`src/sv/svo_pkg.sv`:
```
// ----------------------------------------------------------------------------
// svo_pkg
// shared types, constants and codes for the sparse voxel octree insert block
// ----------------------------------------------------------------------------
package svo_pkg;

    localparam int MAX_DEPTH    = 16;
    localparam int POOL_ENTRIES = 65536;
    localparam int IDX_W        = $clog2(POOL_ENTRIES);
    localparam int FREE_W       = IDX_W + 1;
    localparam int COORD_W      = 16;
    localparam int MID_W        = COORD_W + 2;
    localparam int DEPTH_W      = 5;
    localparam int GROUP_SIZE   = 8;
    localparam int ROOT_INDEX   = 1;
    localparam int CFG_IDX_W    = 2;
    localparam int CFG_DATA_W   = 16;

    localparam logic [DEPTH_W-1:0]   RST_TREE_DEPTH = DEPTH_W'(16);
    localparam logic [COORD_W-1:0]   RST_CENTER     = COORD_W'(32768);

    // configuration register indexes
    localparam logic [CFG_IDX_W-1:0] CFG_TREE_DEPTH   = 2'd0;
    localparam logic [CFG_IDX_W-1:0] CFG_CENTER_COORD = 2'd1;
    localparam logic [CFG_IDX_W-1:0] CFG_STREAM_LOCK  = 2'd2;

    typedef enum logic [1:0] {
        ST_OK        = 2'd0,
        ST_LOCKED    = 2'd1,
        ST_EXHAUSTED = 2'd2
    } t_status;

    typedef enum logic [2:0] {
        S_CLEAR,
        S_IDLE,
        S_READ,
        S_LEVEL,
        S_LEAF_RD,
        S_LEAF_WR,
        S_DONE
    } t_state;

    typedef logic signed [MID_W-1:0] t_mid;

    typedef struct packed {
        logic             solid;
        logic [7:0]       flags;
        logic [IDX_W-1:0] child;
    } t_node;

    // outcome of one descent level
    typedef struct packed {
        t_node              wr_node;
        logic [IDX_W-1:0]   next_node;
        logic               alloc;
        logic               exhausted;
        t_mid               mx;
        t_mid               my;
        t_mid               mz;
        logic [COORD_W-1:0] half;
    } t_step;

endpackage

```
`src/sv/svo_level.sv`:
```
// ----------------------------------------------------------------------------
// svo_level
// one descent level: octant select, midpoint update and child allocation
// ----------------------------------------------------------------------------
module svo_level
    import svo_pkg::*;
(
    input  t_node              i_node,
    input  logic [COORD_W-1:0] i_cx,
    input  logic [COORD_W-1:0] i_cy,
    input  logic [COORD_W-1:0] i_cz,
    input  t_mid               i_mx,
    input  t_mid               i_my,
    input  t_mid               i_mz,
    input  logic [COORD_W-1:0] i_half,
    input  logic [FREE_W-1:0]  i_next_free,
    output t_step              o_step
);

    logic [COORD_W-1:0] half;
    t_mid               half_s;
    logic               bx;
    logic               by;
    logic               bz;
    logic [2:0]         oct;
    logic               need_alloc;
    logic               exhausted;
    logic [IDX_W-1:0]   child;

    always_comb begin
        half   = i_half >> 1;
        half_s = t_mid'({2'b00, half});
        // coordinates are non-negative, so a negative midpoint is always below
        bx  = t_mid'({2'b00, i_cx}) >= i_mx;
        by  = t_mid'({2'b00, i_cy}) >= i_my;
        bz  = t_mid'({2'b00, i_cz}) >= i_mz;
        oct = {bz, by, bx};

        need_alloc = (i_node.child == '0);
        exhausted  = need_alloc &&
                     (({1'b0, i_next_free} + (FREE_W+1)'(GROUP_SIZE)) >
                      (FREE_W+1)'(POOL_ENTRIES));
        child      = need_alloc ? i_next_free[IDX_W-1:0] : i_node.child;

        o_step.wr_node.solid = 1'b1;
        if (exhausted) begin
            o_step.wr_node.flags = i_node.flags;
            o_step.wr_node.child = i_node.child;
        end else begin
            o_step.wr_node.flags = i_node.flags | (8'd1 << oct);
            o_step.wr_node.child = child;
        end
        o_step.next_node = child + IDX_W'(oct);
        o_step.alloc     = need_alloc && !exhausted;
        o_step.exhausted = exhausted;
        o_step.mx        = bx ? i_mx + half_s : i_mx - half_s;
        o_step.my        = by ? i_my + half_s : i_my - half_s;
        o_step.mz        = bz ? i_mz + half_s : i_mz - half_s;
        o_step.half      = half;
    end

endmodule

```
`config.mk`:
```
export PLATFORM = sky130hd
export DESIGN_NAME = svo_level
export DESIGN_NICKNAME = d
export VERILOG_FILES = /design/src/sv/svo_pkg.sv /design/src/sv/svo_level.sv
export SDC_FILE = /design/constraint.sdc
export NUM_CORES = 1
export LEC_CHECK = 0
export BUFFER_PORTS_ARGS = -buffer_cell sky130_fd_sc_hd__buf_2
export CAP_MARGIN = 25
export CORE_UTILIZATION = 45
export DETAILED_ROUTE_END_ITERATION = 16
export PLACE_DENSITY = 0.82
export RECOVER_POWER = 25
export SETUP_SLACK_MARGIN = 0.15
export SKIP_LAST_GASP = 1
export SLEW_MARGIN = 20
export SYNTH_ARGS = -nofsm -noshare
export SYNTH_HDL_FRONTEND = slang
export SYNTH_SLANG_ARGS = --single-unit
```
`constraint.sdc`:
```
create_clock -name vclk -period 10.5
set_input_delay 3.15 -clock vclk [all_inputs]
set_output_delay 3.15 -clock vclk [all_outputs]
set_load 0.05 [all_outputs]
```
Yosys cells after proc, flatten, opt, wreduce, memory -nomap -nowiden
Cells that the tools add are included.
- register bits after elaboration: 0
- input bits: 160
- output and inout port bits: 113
- logic and storage cells: 23
- add/sub/neg operators: 8
- magnitude comparators: 4
- shifts and indexed selects: 1
- mux-type cells: 5
- bitwise logic cells: 1
- reduce and logical (&&, ||, !) cells: 4
- operators with widths (kind ; count):
    $add 18x16->18 ; 3
    $ge 17x18->1 ; 3
    $mux 18 ; 3
    $sub 18x16->18 ; 3
    $mux 24 ; 1
    $add 17x4->18 const B ; 1
    $gt 18x17->1 const B ; 1
    $add 16x3->16 ; 1
    $logic_not 16->1 ; 1
    $mux 16 ; 1
    $or 8x8->8 ; 1
    $shl 1x3->8 const A ; 1
    $logic_and 1x1->1 ; 2
    $logic_not 1->1 ; 1

Longest topological paths before layout
- depth after elaboration: 5
- depth in mapped cells: 21
- depth with buffers taken out: 20

Worst setup path before layout
Ideal clock, no wire load.
- path type: input -> output
- start: input i_mz[7]
- end: output o_step[33] (netlist bit)
- arrival time: 7.637 ns
- data required time: 7.350 ns
- path slack: -0.287 ns
- cell stages on the path: 20
- path buffers: 1
- cells stage by stage: inv_1 ha_1 a21o_1 a211o_1 a211o_1 and2_1 o41ai_2 inv_1 clkbuf_1 nor2_1 xor2_1 ha_1 o21ai_0 nor2_1 o211ai_1 o21a_1 or2_2 a31oi_1 a211oi_1 xnor2_1
- RTL lines (element ; RTL line ; source):
    from (decl) ; svo_level.sv:14 ; input t_mid i_mz,
    to (decl) ; svo_level.sv:17 ; output t_step o_step

==> reports/qor.yml <==
run_status:
  outcome: "complete, but fails checks"
  violations: "capacitance limit, slew limit"
timing:
  finalCritPeriodShare_pct: 99.1
  worst_pin_slew_ps: 1830
  rsz0062_at_grt: "true"
  hold_violations: 0
  holdWs_ps: 6710
  setup_violations: 0
  maxSlewViolCount: 10
  slew_headroom_pct: -23.7
  fmaxAchievable_ghz: 0.0961
  period_needed_ps: 10400
flow_run:
  drv_cap: 1
placed_design:
  routabilityCongestion: 0.912
  port_buffers: 269
  hpwl_mm: 16.2
die:
  fp-row-count: 40
  core-area_um2: 12100
  die_w_um: 113
  die_y_um: 113
  start_util_pct: 46.3
  die_area_um2: 12900
  num_io_pins: 273
finish:
  nClkBuffers: 0
  drive_above_1_share_pct: 41.6
  layout_commonest_cell: "buf_2"
  layout_common_cells: "224 x buf_2, 97 x buf_4, 92 x ha_1"
  final_core_utilization_pct: 70.9
  synthToLayoutAreaGrowth_pct: 53.0
  regArea_um2: 0
  flops_and_latches: 0
  nets: 1427
drt:
  ant_nets: 0
  drtPass1Iterations: 4
  drtIter0Drc: 371
  post_drt_wl_per_cell_um: 15.9
  vias: 7302
  drc_errors: 0
  viasPerCell: 5.51
  wirelength_mm: 21.1
yosys:
  syn_area_per_cell_um2: 6.79
  synth_cell_type_count: 65
  synth_seq_area_share_pct: 0
  ys.warnings.count: 0
  synth_cells: 823
  synth_area_um2: 5590
  syn_nets: 1091
hold_path:
  worst_hold_path_type: "in -> out"
worst_setup_path:
  cpPeakStageDelay_ps: 410
  cp_cell_sequence: "buf_8, inv_4, ha_4, a21o_1, a211o_1, a211o_1, and2_4, o41ai_4, buf_6, nand2_4, xnor2_2, ha_1, o21ai_2, nor2_2, o211ai_1, o21a_1, or2_4, a31oi_4, a211oi_2, xnor2_2, buf_6"
  cp_max_fo: 7
  cp.arrival_ps: 7250
  worstPathRequired_ps: 7350
  cp.buffers_inverters: 4
  crit_path_start_kind: "input port"
  crit_slowest_cell: "o41ai_4"
  end_kind: "primary output"
  critical_path.top_delay_family: "compound AO/OA/AOI/OAI gates"
  critical_path_class: "in -> out"
grt:
  grt_max_degree: 35
  grt_overflow: 0
  grt_first_pass_wirelength_mm: 30.7
  antenna_found_initial: 1
  grt_usage_pct: 29.0
  grt_pass1_vias: 6790
power:
  seqPwrFrac_pct: 0
  combPwrFrac_pct: 100.0
  power.density_nw_per_um2: 126
  sw_frac_of_total_pct: 64.1
  power.internal_uw: 386
  switching_power_uw: 690
  ir_worst_vdd_mv: 0.0661
  clkPwrFrac_pct: 0
  leakage_uw: 0.00432
[final timing paths]
kind        from          end  slack [ps]  cells after the start
max      i_mz[7]   o_step[33]         100                     21
min   i_node[17]  o_step[105]        6710                      4
[power by group through the flow]
stage | Sequential, uW | Combinational [uW] | Clock (uW)
floorplan | 0 | 689 | 0
global placement | 0 | 927 | 0
detailed placement | 0 | 941 | 0
CTS | 0 | 999 | 0
global route | 0 | 1140 | 0.0000127
finish | 0 | 1080 | 0.0000127
[worst min-delay path, delay by kind of cell]
kind / cells / cell delay [ps]
buffers and inverters: 2 / 340
AO/OA/AOI/OAI: 2 / 80
[per-stage QoR]
step	instances	area (um2)	TNS, ps	setup WS [ps]	total power (uW)
5_1_grt	1326	8550	-124	-92.8	1140
6_report	1326	8550	0	95.2	1080
2_1_floorplan	823	5750	0	105	689
3_3_place_gp	1301	7680	-1290	-283	927
4_1_cts	1313	8030	-16.3	-16.3	999
3_5_place_dp	1301	7680	-2280	-350	941
[cell usage after synthesis, types with 12 or more instances]
cell type    n  area (um2)
clkbuf_1    14        52.6
a211oi_1    12        90.1
a21o_1      24         180
inv_1       81         304
buf_4       18         135
o21a_1      12        90.1
o21ai_0     33         165
ha_1       104        1300
nand2_1     73         274
xor2_1      36         315
nor2_1      79         297
a21oi_1     72         360
o21bai_1    22         165
xnor2_1     58         508
nor3_1      22         110
nand2b_1    12        75.1
nand3_1     20         100
[layer usage]
metal	global-route usage, %	wire (um)
met1	32.8	8320
met2	57.6	10900
met3	2.66	1160
met4	7.11	697
met5	0	0
[cell families (layout without fill, tap and decap cells)]
logic type,after synthesis,after routing,share of synthesized area (%)
buf+inv,120,454,9.70
other cells,2,3,0.134
fa+ha+maj,108,108,24.7
xor+xnor,94,94,14.7
simple gates,270,270,23.4
mux,3,3,0.582
compound gates,226,226,26.7
[layout make-up]
| cell class | count | area [um2] |
|---|---|---|
| well taps | 168 | 210 |
| repair buffers | 373 | 2260 |
| fillers | 977 | 3510 |
| diodes | 1 | 2.50 |
| inverters | 81 | 319 |
| multi-input cells | 703 | 5750 |
[timing repair]
item,4_1_cts,5_1_grt
hold buffers,0,0
setup endpoints to repair,22,28
buffers inserted,12,11
resized for setup,66,103
pin swaps,37,71
Note: power is estimated with default switching activity, not from simulation.
